`src/design/md2_pkg.sv`:
```
// MD2 digest block: shared constants, command type and the pi substitution table.
// No dependencies; imported by md2_front, md2_back and md2_message_digest_core.
package md2_pkg;

  localparam int unsigned BlkBytes  = 16;
  localparam int unsigned WorkBytes = 48;
  localparam int unsigned Rounds    = 18;
  localparam int unsigned QDepth    = 2;

  // One classified input item as it travels from the front to the back.
  typedef struct packed {
    logic [7:0] data;
    logic       valid;
    logic       eom;
  } md2_cmd_t;

  localparam logic [7:0] SBOX [256] = '{
    8'd41,  8'd46,  8'd67,  8'd201, 8'd162, 8'd216, 8'd124, 8'd1,
    8'd61,  8'd54,  8'd84,  8'd161, 8'd236, 8'd240, 8'd6,   8'd19,
    8'd98,  8'd167, 8'd5,   8'd243, 8'd192, 8'd199, 8'd115, 8'd140,
    8'd152, 8'd147, 8'd43,  8'd217, 8'd188, 8'd76,  8'd130, 8'd202,
    8'd30,  8'd155, 8'd87,  8'd60,  8'd253, 8'd212, 8'd224, 8'd22,
    8'd103, 8'd66,  8'd111, 8'd24,  8'd138, 8'd23,  8'd229, 8'd18,
    8'd190, 8'd78,  8'd196, 8'd214, 8'd218, 8'd158, 8'd222, 8'd73,
    8'd160, 8'd251, 8'd245, 8'd142, 8'd187, 8'd47,  8'd238, 8'd122,
    8'd169, 8'd104, 8'd121, 8'd145, 8'd21,  8'd178, 8'd7,   8'd63,
    8'd148, 8'd194, 8'd16,  8'd137, 8'd11,  8'd34,  8'd95,  8'd33,
    8'd128, 8'd127, 8'd93,  8'd154, 8'd90,  8'd144, 8'd50,  8'd39,
    8'd53,  8'd62,  8'd204, 8'd231, 8'd191, 8'd247, 8'd151, 8'd3,
    8'd255, 8'd25,  8'd48,  8'd179, 8'd72,  8'd165, 8'd181, 8'd209,
    8'd215, 8'd94,  8'd146, 8'd42,  8'd172, 8'd86,  8'd170, 8'd198,
    8'd79,  8'd184, 8'd56,  8'd210, 8'd150, 8'd164, 8'd125, 8'd182,
    8'd118, 8'd252, 8'd107, 8'd226, 8'd156, 8'd116, 8'd4,   8'd241,
    8'd69,  8'd157, 8'd112, 8'd89,  8'd100, 8'd113, 8'd135, 8'd32,
    8'd134, 8'd91,  8'd207, 8'd101, 8'd230, 8'd45,  8'd168, 8'd2,
    8'd27,  8'd96,  8'd37,  8'd173, 8'd174, 8'd176, 8'd185, 8'd246,
    8'd28,  8'd70,  8'd97,  8'd105, 8'd52,  8'd64,  8'd126, 8'd15,
    8'd85,  8'd71,  8'd163, 8'd35,  8'd221, 8'd81,  8'd175, 8'd58,
    8'd195, 8'd92,  8'd249, 8'd206, 8'd186, 8'd197, 8'd234, 8'd38,
    8'd44,  8'd83,  8'd13,  8'd110, 8'd133, 8'd40,  8'd132, 8'd9,
    8'd211, 8'd223, 8'd205, 8'd244, 8'd65,  8'd129, 8'd77,  8'd82,
    8'd106, 8'd220, 8'd55,  8'd200, 8'd108, 8'd193, 8'd171, 8'd250,
    8'd36,  8'd225, 8'd123, 8'd8,   8'd12,  8'd189, 8'd177, 8'd74,
    8'd120, 8'd136, 8'd149, 8'd139, 8'd227, 8'd99,  8'd232, 8'd109,
    8'd233, 8'd203, 8'd213, 8'd254, 8'd59,  8'd0,   8'd29,  8'd57,
    8'd242, 8'd239, 8'd183, 8'd14,  8'd102, 8'd88,  8'd208, 8'd228,
    8'd166, 8'd119, 8'd114, 8'd248, 8'd235, 8'd117, 8'd75,  8'd10,
    8'd49,  8'd68,  8'd80,  8'd180, 8'd143, 8'd237, 8'd31,  8'd26,
    8'd219, 8'd153, 8'd141, 8'd51,  8'd159, 8'd17,  8'd131, 8'd20
  };

endpackage

```
`src/design/md2_message_digest_core.sv`:
```
// MD2 message digest core: top level joining the input front end and the digest back end.
// Depends on md2_pkg, md2_front and md2_back.
//
// Usage:
//   Input queue: drive data_byte_i, byte_valid_i, end_of_message_i and raise push;
//   the item is taken on a clock edge with push high and full low. An item with
//   byte_valid_i low and end_of_message_i low is taken and dropped.
//   Output queue: while empty is low, digest_byte_o, digest_index_o and
//   digest_last_o show the oldest digest byte; it is taken on an edge with pop high.
//   A finalizing item yields 16 digest bytes, index 0 first, digest_last_o on the last.
//   Processing: a byte that does not complete a block is stored by the back end.
//   A completed block gets a checksum pass over its 16 bytes, a setup step and a
//   compression of 18 rounds of 48 bytes through one substitution lookup per cycle.
//   Finalizing adds up to 16 pad bytes, one block compression, a checksum load step
//   and a second compression.
//   A two-entry queue between front and back keeps taking items while the back end
//   works or while the digest waits. If the receiver stalls, the back end holds the
//   digest and takes no further command until all 16 bytes are popped, then returns
//   to the reset state. Reset clears the queue, chain state, checksum and fill count.
module md2_message_digest_core
  import md2_pkg::*;
(
  input  logic       clk_i,
  input  logic       rst_ni,
  input  logic       push,
  output logic       full,
  input  logic [7:0] data_byte_i,
  input  logic       byte_valid_i,
  input  logic       end_of_message_i,
  output logic       empty,
  input  logic       pop,
  output logic [7:0] digest_byte_o,
  output logic [3:0] digest_index_o,
  output logic       digest_last_o
);

  logic     cmd_valid, cmd_pop;
  md2_cmd_t cmd;

  md2_front u_front (
    .clk_i            (clk_i),
    .rst_ni           (rst_ni),
    .push             (push),
    .full             (full),
    .data_byte_i      (data_byte_i),
    .byte_valid_i     (byte_valid_i),
    .end_of_message_i (end_of_message_i),
    .cmd_valid_o      (cmd_valid),
    .cmd_o            (cmd),
    .cmd_pop_i        (cmd_pop)
  );

  md2_back u_back (
    .clk_i          (clk_i),
    .rst_ni         (rst_ni),
    .cmd_valid_i    (cmd_valid),
    .cmd_i          (cmd),
    .cmd_pop_o      (cmd_pop),
    .empty          (empty),
    .pop            (pop),
    .digest_byte_o  (digest_byte_o),
    .digest_index_o (digest_index_o),
    .digest_last_o  (digest_last_o)
  );

endmodule

```
`src/design/md2_front.sv`:
```
// MD2 front end: accepts input items, drops empty ones, queues commands for the back end.
// Depends on md2_pkg.
module md2_front
  import md2_pkg::*;
(
  input  logic     clk_i,
  input  logic     rst_ni,
  input  logic     push,
  output logic     full,
  input  logic [7:0] data_byte_i,
  input  logic     byte_valid_i,
  input  logic     end_of_message_i,
  output logic     cmd_valid_o,
  output md2_cmd_t cmd_o,
  input  logic     cmd_pop_i
);

  md2_cmd_t   q_q [QDepth];
  logic       wr_ptr_q, rd_ptr_q;
  logic [1:0] count_q;
  logic       accept, keep, deq;

  assign full        = (count_q == 2'(QDepth));
  assign accept      = push && !full;
  // drop items that carry neither a byte nor an end of message
  assign keep        = accept && (byte_valid_i || end_of_message_i);
  assign cmd_valid_o = (count_q != 2'd0);
  assign deq         = cmd_pop_i && cmd_valid_o;
  assign cmd_o       = q_q[rd_ptr_q];

  always_ff @(posedge clk_i or negedge rst_ni) begin
    if (!rst_ni) begin
      wr_ptr_q <= 1'b0;
      rd_ptr_q <= 1'b0;
      count_q  <= 2'd0;
    end else begin
      if (keep) wr_ptr_q <= ~wr_ptr_q;
      if (deq) rd_ptr_q <= ~rd_ptr_q;
      count_q <= count_q + 2'(keep) - 2'(deq);
    end
  end

  always_ff @(posedge clk_i) begin
    if (keep) begin
      q_q[wr_ptr_q] <= '{data: data_byte_i, valid: byte_valid_i, eom: end_of_message_i};
    end
  end

  assert property (@(posedge clk_i) disable iff (!rst_ni) count_q <= 2'(QDepth))
    else $error("md2_front: queue overfilled");
  assert property (@(posedge clk_i) disable iff (!rst_ni)
    (count_q == 2'd0) |-> (rd_ptr_q == wr_ptr_q))
    else $error("md2_front: pointers disagree on empty queue");
  assert property (@(posedge clk_i) disable iff (!rst_ni)
    (push && !full && !byte_valid_i && !end_of_message_i && !deq) |=> $stable(count_q))
    else $error("md2_front: empty item entered the queue");

endmodule

```
`src/design/md2_back.sv`:
```
// MD2 back end: block buffer, checksum, 48-byte rotating work line and digest readout.
// Depends on md2_pkg.
module md2_back
  import md2_pkg::*;
(
  input  logic     clk_i,
  input  logic     rst_ni,
  input  logic     cmd_valid_i,
  input  md2_cmd_t cmd_i,
  output logic     cmd_pop_o,
  output logic     empty,
  input  logic     pop,
  output logic [7:0] digest_byte_o,
  output logic [3:0] digest_index_o,
  output logic     digest_last_o
);

  localparam logic [2:0] ST_IDLE   = 3'd0;
  localparam logic [2:0] ST_PAD    = 3'd1;
  localparam logic [2:0] ST_CKSUM  = 3'd2;
  localparam logic [2:0] ST_PREP   = 3'd3;
  localparam logic [2:0] ST_ROUND  = 3'd4;
  localparam logic [2:0] ST_LOADCK = 3'd5;
  localparam logic [2:0] ST_EMIT   = 3'd6;

  // w[0..15] chain state, w[16..31] block buffer, w[32..47] chain ^ block
  logic [7:0] w_q [WorkBytes];
  logic [7:0] w_d [WorkBytes];
  logic [7:0] c_q [BlkBytes];
  logic [7:0] c_d [BlkBytes];
  logic [2:0] state_q, state_d;
  logic [3:0] fill_q, fill_d;
  logic [5:0] step_q, step_d;
  logic [4:0] round_q, round_d;
  logic [7:0] tv_q, tv_d;
  logic [7:0] last_q, last_d;
  logic [4:0] pad_q, pad_d;
  logic       fin_q, fin_d, padded_q, padded_d, final_q, final_d;
  logic [7:0] sbox_idx, sbox_out, new_b;

  // one substitution lookup shared by checksum and compression
  assign sbox_idx = (state_q == ST_CKSUM) ? (w_q[{2'b01, step_q[3:0]}] ^ last_q) : tv_q;
  assign sbox_out = SBOX[sbox_idx];
  assign new_b    = ((state_q == ST_CKSUM) ? c_q[0] : w_q[0]) ^ sbox_out;

  assign empty          = (state_q != ST_EMIT);
  assign digest_byte_o  = w_q[{2'b00, step_q[3:0]}];
  assign digest_index_o = step_q[3:0];
  assign digest_last_o  = (step_q[3:0] == 4'(BlkBytes - 1));

  always_comb begin
    w_d       = w_q;
    c_d       = c_q;
    state_d   = state_q;
    fill_d    = fill_q;
    step_d    = step_q;
    round_d   = round_q;
    tv_d      = tv_q;
    last_d    = last_q;
    pad_d     = pad_q;
    fin_d     = fin_q;
    padded_d  = padded_q;
    final_d   = final_q;
    cmd_pop_o = 1'b0;
    case (state_q)
      ST_IDLE: begin
        cmd_pop_o = cmd_valid_i;
        if (cmd_valid_i) begin
          if (cmd_i.valid) begin
            w_d[{2'b01, fill_q}] = cmd_i.data;
            fill_d = fill_q + 4'd1;
          end
          if (cmd_i.eom) fin_d = 1'b1;
          if (cmd_i.valid && fill_q == 4'(BlkBytes - 1)) begin
            state_d = ST_CKSUM;
            step_d  = '0;
            last_d  = c_q[BlkBytes-1];
          end else if (cmd_i.eom) begin
            state_d  = ST_PAD;
            pad_d    = 5'(BlkBytes) - {1'b0, fill_d};
            padded_d = 1'b1;
          end
        end
      end
      ST_PAD: begin
        w_d[{2'b01, fill_q}] = {3'b000, pad_q};
        fill_d = fill_q + 4'd1;
        if (fill_q == 4'(BlkBytes - 1)) begin
          state_d = ST_CKSUM;
          step_d  = '0;
          last_d  = c_q[BlkBytes-1];
        end
      end
      ST_CKSUM: begin
        // rotate the checksum through its update point
        for (int k = 0; k < BlkBytes - 1; k++) c_d[k] = c_q[k+1];
        c_d[BlkBytes-1] = new_b;
        last_d = new_b;
        step_d = step_q + 6'd1;
        if (step_q[3:0] == 4'(BlkBytes - 1)) state_d = ST_PREP;
      end
      ST_PREP: begin
        for (int k = 0; k < BlkBytes; k++) w_d[2*BlkBytes+k] = w_q[k] ^ w_q[BlkBytes+k];
        tv_d    = '0;
        round_d = '0;
        step_d  = '0;
        state_d = ST_ROUND;
      end
      ST_ROUND: begin
        // one byte per cycle; a full round of shifts over the 48-byte line brings it back in place
        for (int k = 0; k < WorkBytes - 1; k++) w_d[k] = w_q[k+1];
        w_d[WorkBytes-1] = new_b;
        if (step_q == 6'(WorkBytes - 1)) begin
          tv_d    = new_b + {3'b000, round_q};
          step_d  = '0;
          round_d = round_q + 5'd1;
          if (round_q == 5'(Rounds - 1)) begin
            if (final_q) begin
              state_d = ST_EMIT;
            end else if (fin_q && padded_q) begin
              state_d = ST_LOADCK;
            end else if (fin_q) begin
              state_d  = ST_PAD;
              pad_d    = 5'(BlkBytes);
              padded_d = 1'b1;
            end else begin
              state_d = ST_IDLE;
            end
          end
        end else begin
          tv_d   = new_b;
          step_d = step_q + 6'd1;
        end
      end
      ST_LOADCK: begin
        for (int k = 0; k < BlkBytes; k++) w_d[BlkBytes+k] = c_q[k];
        final_d = 1'b1;
        state_d = ST_PREP;
      end
      ST_EMIT: begin
        if (pop) begin
          step_d = step_q + 6'd1;
          if (step_q[3:0] == 4'(BlkBytes - 1)) begin
            // digest delivered: return to the reset state
            for (int k = 0; k < BlkBytes; k++) begin
              w_d[k] = '0;
              c_d[k] = '0;
            end
            fill_d   = '0;
            fin_d    = 1'b0;
            padded_d = 1'b0;
            final_d  = 1'b0;
            step_d   = '0;
            state_d  = ST_IDLE;
          end
        end
      end
      default: state_d = ST_IDLE;
    endcase
  end

  always_ff @(posedge clk_i or negedge rst_ni) begin
    if (!rst_ni) begin
      for (int k = 0; k < WorkBytes; k++) w_q[k] <= '0;
      for (int k = 0; k < BlkBytes; k++) c_q[k] <= '0;
      state_q  <= ST_IDLE;
      fill_q   <= '0;
      step_q   <= '0;
      round_q  <= '0;
      tv_q     <= '0;
      last_q   <= '0;
      pad_q    <= '0;
      fin_q    <= 1'b0;
      padded_q <= 1'b0;
      final_q  <= 1'b0;
    end else begin
      w_q      <= w_d;
      c_q      <= c_d;
      state_q  <= state_d;
      fill_q   <= fill_d;
      step_q   <= step_d;
      round_q  <= round_d;
      tv_q     <= tv_d;
      last_q   <= last_d;
      pad_q    <= pad_d;
      fin_q    <= fin_d;
      padded_q <= padded_d;
      final_q  <= final_d;
    end
  end

  assert property (@(posedge clk_i) disable iff (!rst_ni)
    (state_q == ST_ROUND || state_q == ST_CKSUM) |-> (fill_q == 4'd0))
    else $error("md2_back: compression over a partial block");
  assert property (@(posedge clk_i) disable iff (!rst_ni)
    (state_q == ST_ROUND) |-> (round_q < 5'(Rounds) && step_q < 6'(WorkBytes)))
    else $error("md2_back: round counters out of range");
  assert property (@(posedge clk_i) disable iff (!rst_ni)
    (state_q == ST_EMIT) |-> (fin_q && padded_q && final_q))
    else $error("md2_back: digest shown before finalization");
  assert property (@(posedge clk_i) disable iff (!rst_ni)
    (state_q == ST_EMIT && pop && digest_last_o) |=> (state_q == ST_IDLE && fill_q == 4'd0))
    else $error("md2_back: no return to reset state after digest");

endmodule

```
`config.mk`:
```
export PLATFORM = sky130hd
export DESIGN_NAME = md2_message_digest_core
export DESIGN_NICKNAME = d
export VERILOG_FILES = /design/src/design/md2_pkg.sv /design/src/design/md2_message_digest_core.sv /design/src/design/md2_front.sv /design/src/design/md2_back.sv
export SDC_FILE = /design/constraint.sdc
export NUM_CORES = 1
export LEC_CHECK = 0
export BUFFER_PORTS_ARGS = -buffer_cell sky130_fd_sc_hd__buf_2
export CORE_MARGIN = 2
export CORE_UTILIZATION = 25
export DETAILED_ROUTE_END_ITERATION = 10
export HOLD_SLACK_MARGIN = 0.06
export PLACE_DENSITY = 0.44
export SLEW_MARGIN = 20
export SYNTH_ARGS = -nofsm -noshare
export SYNTH_HDL_FRONTEND = slang
export SYNTH_SLANG_ARGS = --single-unit
```
`constraint.sdc`:
```
create_clock -name clk_i -period 7.03 [get_ports clk_i]
set_input_delay 0.3515 -clock clk_i [delete_from_list [all_inputs] [get_ports clk_i]]
set_output_delay 0.3515 -clock clk_i [all_outputs]
set_load 0.02 [all_outputs]
```
Word-level counts from Yosys, hierarchy flattened. Memories as Yosys holds them, arrays and structs flattened. Cells that the tools add are included.

Add/sub/neg operators: 7. Multiply operators: 0. Divide/modulo/power cells: 0. Magnitude comparators: 5. Eq/ne operators: 27. Shift-type cells: 0. Muxes and demuxes: 83. Bitwise operators: 24. Reduce and logical (&&, ||, !) cells: 35.

Operators by type and width (number): $pmux 128 s4 (3); $bwmux 384 (2); $mux 384 (2); $mux 128 (2); $pmux 128 s2 (1); $xor 8x8->8 (18); $mux 8 (13); $bmux 8 s6 (2); $demux 8 s6 (1); $mux 5 (9); $mux 6 (6); $pmux 6 s6 (1); $mux 3 (11); $mux 4 (6); $pmux 8 s3 (1); $ge 7x7->1 const B (3); $pmux 3 s7 (1); $pmux 5 s2 (2); $pmux 8 s2 (1); $mux 1 (15); $reduce_and 5->1 (3); $ne 2x1->1 const B (7); $ne 2x2->1 const B (7); $not 5->7 (2); 38 further kinds (62).

Bits in registers: 558. Bits in latches: 0. Bits in writable memories: 20. Memory bits (read-only): 2048. Word-level logic and storage cells: 260. Memories kept: 2.

Memory list: (name not given) (depth 256, width 8, rd ports 1, clocked after Yosys merged registers in 0, write ports 0, line md2_back.sv:43) `assign sbox_out = SBOX[sbox_idx];`; u_front.q_q (depth 2, width 10, rd ports 1, clocked after Yosys merged registers in 0, write ports 1, line md2_front.sv:18) `md2_cmd_t q_q [QDepth];`.

Logic depth before layout (Yosys ltp).
Depth after elaboration: 14. Mapped depth: 29. Gate-level depth less buffers: 25.

Cells and area by module. Synthesis repeated with hierarchy kept, for this count alone.

Cells, all modules: 3311. Area, all modules: 31572.8 um2.

Modules (own cells, without submodules): md2_back (instances 1, cells an instance 3261, area each 30636.9 um2, sequential area each 13863.3 um2); md2_front (instances 1, cells an instance 50, area each 935.9 um2, sequential area each 700.7 um2).

Least setup slack after synthesis. OpenSTA, ideal clock, no wires.

Path kind: register -> register. Start: reg u_back.step_q[1]. End: reg u_back.tv_q[6]. Library setup time: 0.069 ns. Arrival time: 5.420 ns. Slack: 1.541 ns. Stages on the path, launching flop included: 28. Path through: dfrtp_1 -> buf_4 -> buf_12 -> and2_1 -> a22oi_1 -> nand2_1 -> xnor2_1 -> a221oi_2 -> clkbuf_1 -> ha_1 -> clkbuf_1 -> clkbuf_1 -> a2111o_1 -> o41ai_1 -> a311oi_1 -> mux2i_1 -> a21oi_1 -> xnor2_1 -> ha_1 -> inv_1 -> fa_1 -> nor2b_1 -> o21ai_0 -> nand2b_1 -> a21oi_1 -> nor2_1 -> or4b_1 -> nand3_1.

Cells in the longest elaborated chain, start to end: 14. Elaborated cells between the ends (all ways): 15.

RTL lines: start: declaration (line md2_back.sv:33) `logic [5:0] step_q, step_d;`; start signal: assignment (line md2_back.sv:181) `step_q <= step_d;`; $not 5->7 (not written as such) (line md2_back.sv:42) `assign sbox_idx = (state_q == ST_CKSUM) ? (w_q[{2'b01, step_q[3:0]}] ^ last_q) : tv_q;`; $bmux 8 s6 (line md2_back.sv:42); $mux 8 (not written as such) (2 in a row) (line md2_back.sv:42); $xor 8x8->8 (line md2_back.sv:42); $mux 8 (line md2_back.sv:42); $not 8->9 (not written as such) (line md2_back.sv:43); $mem_v2 256x8; $mux 8 (not written as such) (2 in a row) (line md2_back.sv:43); $xor 8x8->8 (line md2_back.sv:44) `assign new_b = ((state_q == ST_CKSUM) ? c_q[0] : w_q[0]) ^ sbox_out;`; $add 8x5->8 (line md2_back.sv:114) `tv_d = new_b + {3'b000, round_q};`; $mux 8 * (line md2_back.sv:113) `if (step_q == 6'(WorkBytes - 1)) begin`; $pmux 8 s2 * (line md2_back.sv:65) `case (state_q)`; end signal: assignment (line md2_back.sv:183) `tv_q <= tv_d;`; end: declaration (line md2_back.sv:35) `logic [7:0] tv_q, tv_d;`.

Mark *: on every way between the ends. The rest lies on a longest branch, timed or not. The select of a mux whose other input is x is not followed. A chain may end at the register's enable or synchronous reset.

Final worst setup path.
Start: reg u_back.step_q[0]. End: reg u_back.tv_q[6].

The elaborated chain is that of the path after synthesis.

==> flow_summary.ini <==
[power_and_ir_drop]
max-vdd-ir-drop_mv = 0.363
power_density_nw_per_um2 = 593
power_leakage_nw = 15.4

[setup_path]
critPathRequiredTime_ns = 7.59
worst-path-max-fanout = 38
startpoint_type = flop
critPathKind = reg -> reg
critPathArrivalTime_ns = 7.28
regToRegSetupSlack_ns = 0.31
end_kind = flop

[placed_design]
pre_cts_slack_ns = 0.476
dp_hpwl_mm = 97.3
place.gp.congestion = 0.977
dpl_cell_area_sq_um = 35300
io_buffers = 28

[floorplanning]
floorplan.initialDensity_pct = 25.1
row_count = 133
dieWidth_microns = 367
coreArea_sq_um = 131000
dieArea_sq_um = 134000
die_h_microns = 367
io_pins = 29

[route]
vias_per_cell = 5.68
avgRoutedWirePerCell_microns = 27.9
drtIter0Drc = 3710
wirelength_mm = 146
drtAntennaViolNets = 0
firstDrtPassIters = 8
vias = 29789
drc = 0

[layout]
layout_common_cells = 552 x dfrtp_1, 440 x nor2_1, 306 x a21oi_1, 277 x nand2_1, 256 x a22o_1
antennaDiodeCount = 0
multi_input_area_sq_um = 16900
final_area_sq_um = 37700
nNetsFinal = 3479
syn_to_final_growth_pct = 14.8
final_common_cell = dfrtp_1
ff_latch_area_sq_um = 14600
fillers = 13891
layout-drive-gt1-share_pct = 10.8

[global_routing]
antenna_found_initial = 4
grt.total_usage_pct = 21.2
grt-ovfl-total = 0
grt_pass1_wl_mm = 215
grt_pass1_vias = 29096
grt_max_degree = 154

[timing]
setup-violations-final = 0
fin_hold_ws_ns = 0.215
fin_crit_ns = 6.72
slew_headroom_pct = 17.8
hold_viol = 0
rsz0062_at_grt = false
tightest_slew_ns = 1.23
drv_slew = 0
fin_ws_ns = 0.312
fin_tns_setup_ns = 0
fmax_mhz = 149
fin_worst_skew_ns = 0.0404
fin_crit_sh_pct = 95.6

[clocking]
post-cts-setup-buffers = 0
tritoncts = built
clkTransAtPathRegs_ns = 0.06
cts.path.max_buffers = 3
numCtsBuffers = 74
cts-root-buf = clkbuf_16
cts_sinks = 578
insertion_delay_ns = 0.66
cts.htree.levels = 3

[synthesis]
syn-num-nets = 3530
synth.distinct_cells = 94
yosysWarnings = 0
async_reset_ff_share_pct = 96.5
syn_avg_cell_area_sq_um = 9.43
synth-seq-cells = 578
syn-cell-area_sq_um = 32900
yosysSeqAreaShare_pct = 44.3
synth-main-ff-cell = dfrtp_1
synth-edff-count = 20
synthCells = 3488

[status]
status = finished, final reports clean

[flow_run]
maxCapViolCount = 0

[hold_path]
holdCritPathClass = in -> reg
[synth_stat cells (9+ instances only)]
| library cell | count | area share (%) |
|---|---|---|
| a2111oi_0 | 16 | 0.43 |
| a211oi_1 | 27 | 0.62 |
| a21o_1 | 9 | 0.21 |
| a21oi_1 | 314 | 4.8 |
| a221o_1 | 126 | 3.8 |
| a221oi_1 | 44 | 1.2 |
| a22o_1 | 256 | 6.8 |
| a22oi_1 | 48 | 1.1 |
| a31oi_1 | 58 | 1.1 |
| and2_1 | 25 | 0.48 |
| buf_1 | 26 | 0.30 |
| buf_2 | 39 | 0.59 |
| buf_4 | 11 | 0.25 |
| clkbuf_1 | 218 | 2.5 |
| dfrtp_1 | 558 | 42 |
| edfxtp_1 | 20 | 1.8 |
| ha_1 | 27 | 1.0 |
| inv_1 | 78 | 0.89 |
| mux2_2 | 13 | 0.45 |
| mux2i_1 | 105 | 3.2 |
| mux4_2 | 33 | 2.3 |
| nand2_1 | 278 | 3.2 |
| nand3_1 | 52 | 0.79 |
| nand4_1 | 10 | 0.19 |
| nor2_1 | 442 | 5.0 |
| nor2b_1 | 21 | 0.40 |
| nor3_1 | 23 | 0.35 |
| nor4_1 | 9 | 0.17 |
| o211ai_1 | 35 | 0.80 |
| o21ai_0 | 177 | 2.7 |
| o21ai_1 | 19 | 0.29 |
| o221ai_1 | 20 | 0.53 |
| o22ai_1 | 11 | 0.21 |
| o311ai_0 | 11 | 0.29 |
| o31ai_1 | 17 | 0.39 |
| o41ai_1 | 16 | 0.43 |
| or3_1 | 10 | 0.19 |
| xnor2_1 | 155 | 4.1 |
| xor2_1 | 12 | 0.32 |
[routing by layer]
layer	wire, microns	GRT usage, %	vias to the layer above
li1	-	-	12888
met1	64400	29.5	15155
met2	63000	31.5	1382
met3	10900	4.03	356
met4	7690	10.2	8
met5	58	0	-
[power breakdown]
part	total (mW)	switching [mW]	internal, mW
Sequential	5.75	1.36	4.40
Combinational	12.8	8.54	4.29
Clock	3.79	1.55	2.24
[repair_timing]
item	CTS	global route
hold buffers	11	0
endpoints found under the setup margin	0	1
hold endpoints to repair	90	0
gates resized for setup	0	1
[cells by family after synthesis]
kind of cell | synth area share, %
compound gates | 27.7
mux | 6.01
buf+inv | 4.78
xor+xnor | 4.45
simple gates | 11.7
fa+ha+maj | 1.09
flops | 44.3
[path summary, 6_finish.rpt]
check / to / depth (start not counted) / from
worst max-delay path: u_back.tv_q[6] / 24 / u_back.step_q[0]
worst min-delay path: u_back.padded_q / 4 / pop
worst max register to register: u_back.tv_q[6] / 24 / u_back.step_q[0]
worst min register to register: u_back.tv_q[5] / 2 / u_back.tv_q[5]
max in group asynchronous: u_back.step_q[0] / 3 / rst_ni
min in group asynchronous: async pin / 2 / rst_ni
[metrics by stage]
| step | instances | total power, mW | util (%) |
|---|---|---|---|
| floorplan | 3488 | 13.1 | - |
| global placement | 5104 | 18.4 | 26.9 |
| detailed placement | 5105 | 18.2 | 26.9 |
| CTS | 5242 | 22.1 | 28.8 |
| global route | 5242 | 23.5 | 28.8 |
| finish | 5242 | 22.4 | 28.8 |
[final cells by class]
class                      instances  share of cell area, %
multi-input combinational       2528                   44.8
sequential                       578                   38.6
clock buffer                     114                   5.90
tap                             1755                   5.82
timing repair buffer             172                   3.69
inverter                          83                  0.826
clock inverter                    12                  0.325
[worst max-delay path, cell delays in order (launching register included)]
cell and delay [ns]:
dfrtp_4 0.81, buf_4 0.38, mux2_2 0.40, o22ai_1 0.43, nor3_1 0.13, o21ai_2 0.36, nand3_2 0.41, buf_12 0.32
nor2_2 0.41, nand2_1 0.12, a311oi_1 0.29, a21o_1 0.11, o2bb2ai_1 0.06, a21oi_1 0.39, xnor2_1 0.18, ha_1 0.19
inv_1 0.06, fa_1 0.43, nor2b_1 0.12, o21ai_0 0.08, nand2b_1 0.12, a21oi_1 0.10, nor2_1 0.08, or4b_1 0.44
nand3_1 0.09
(Power assumes the default switching activity.)
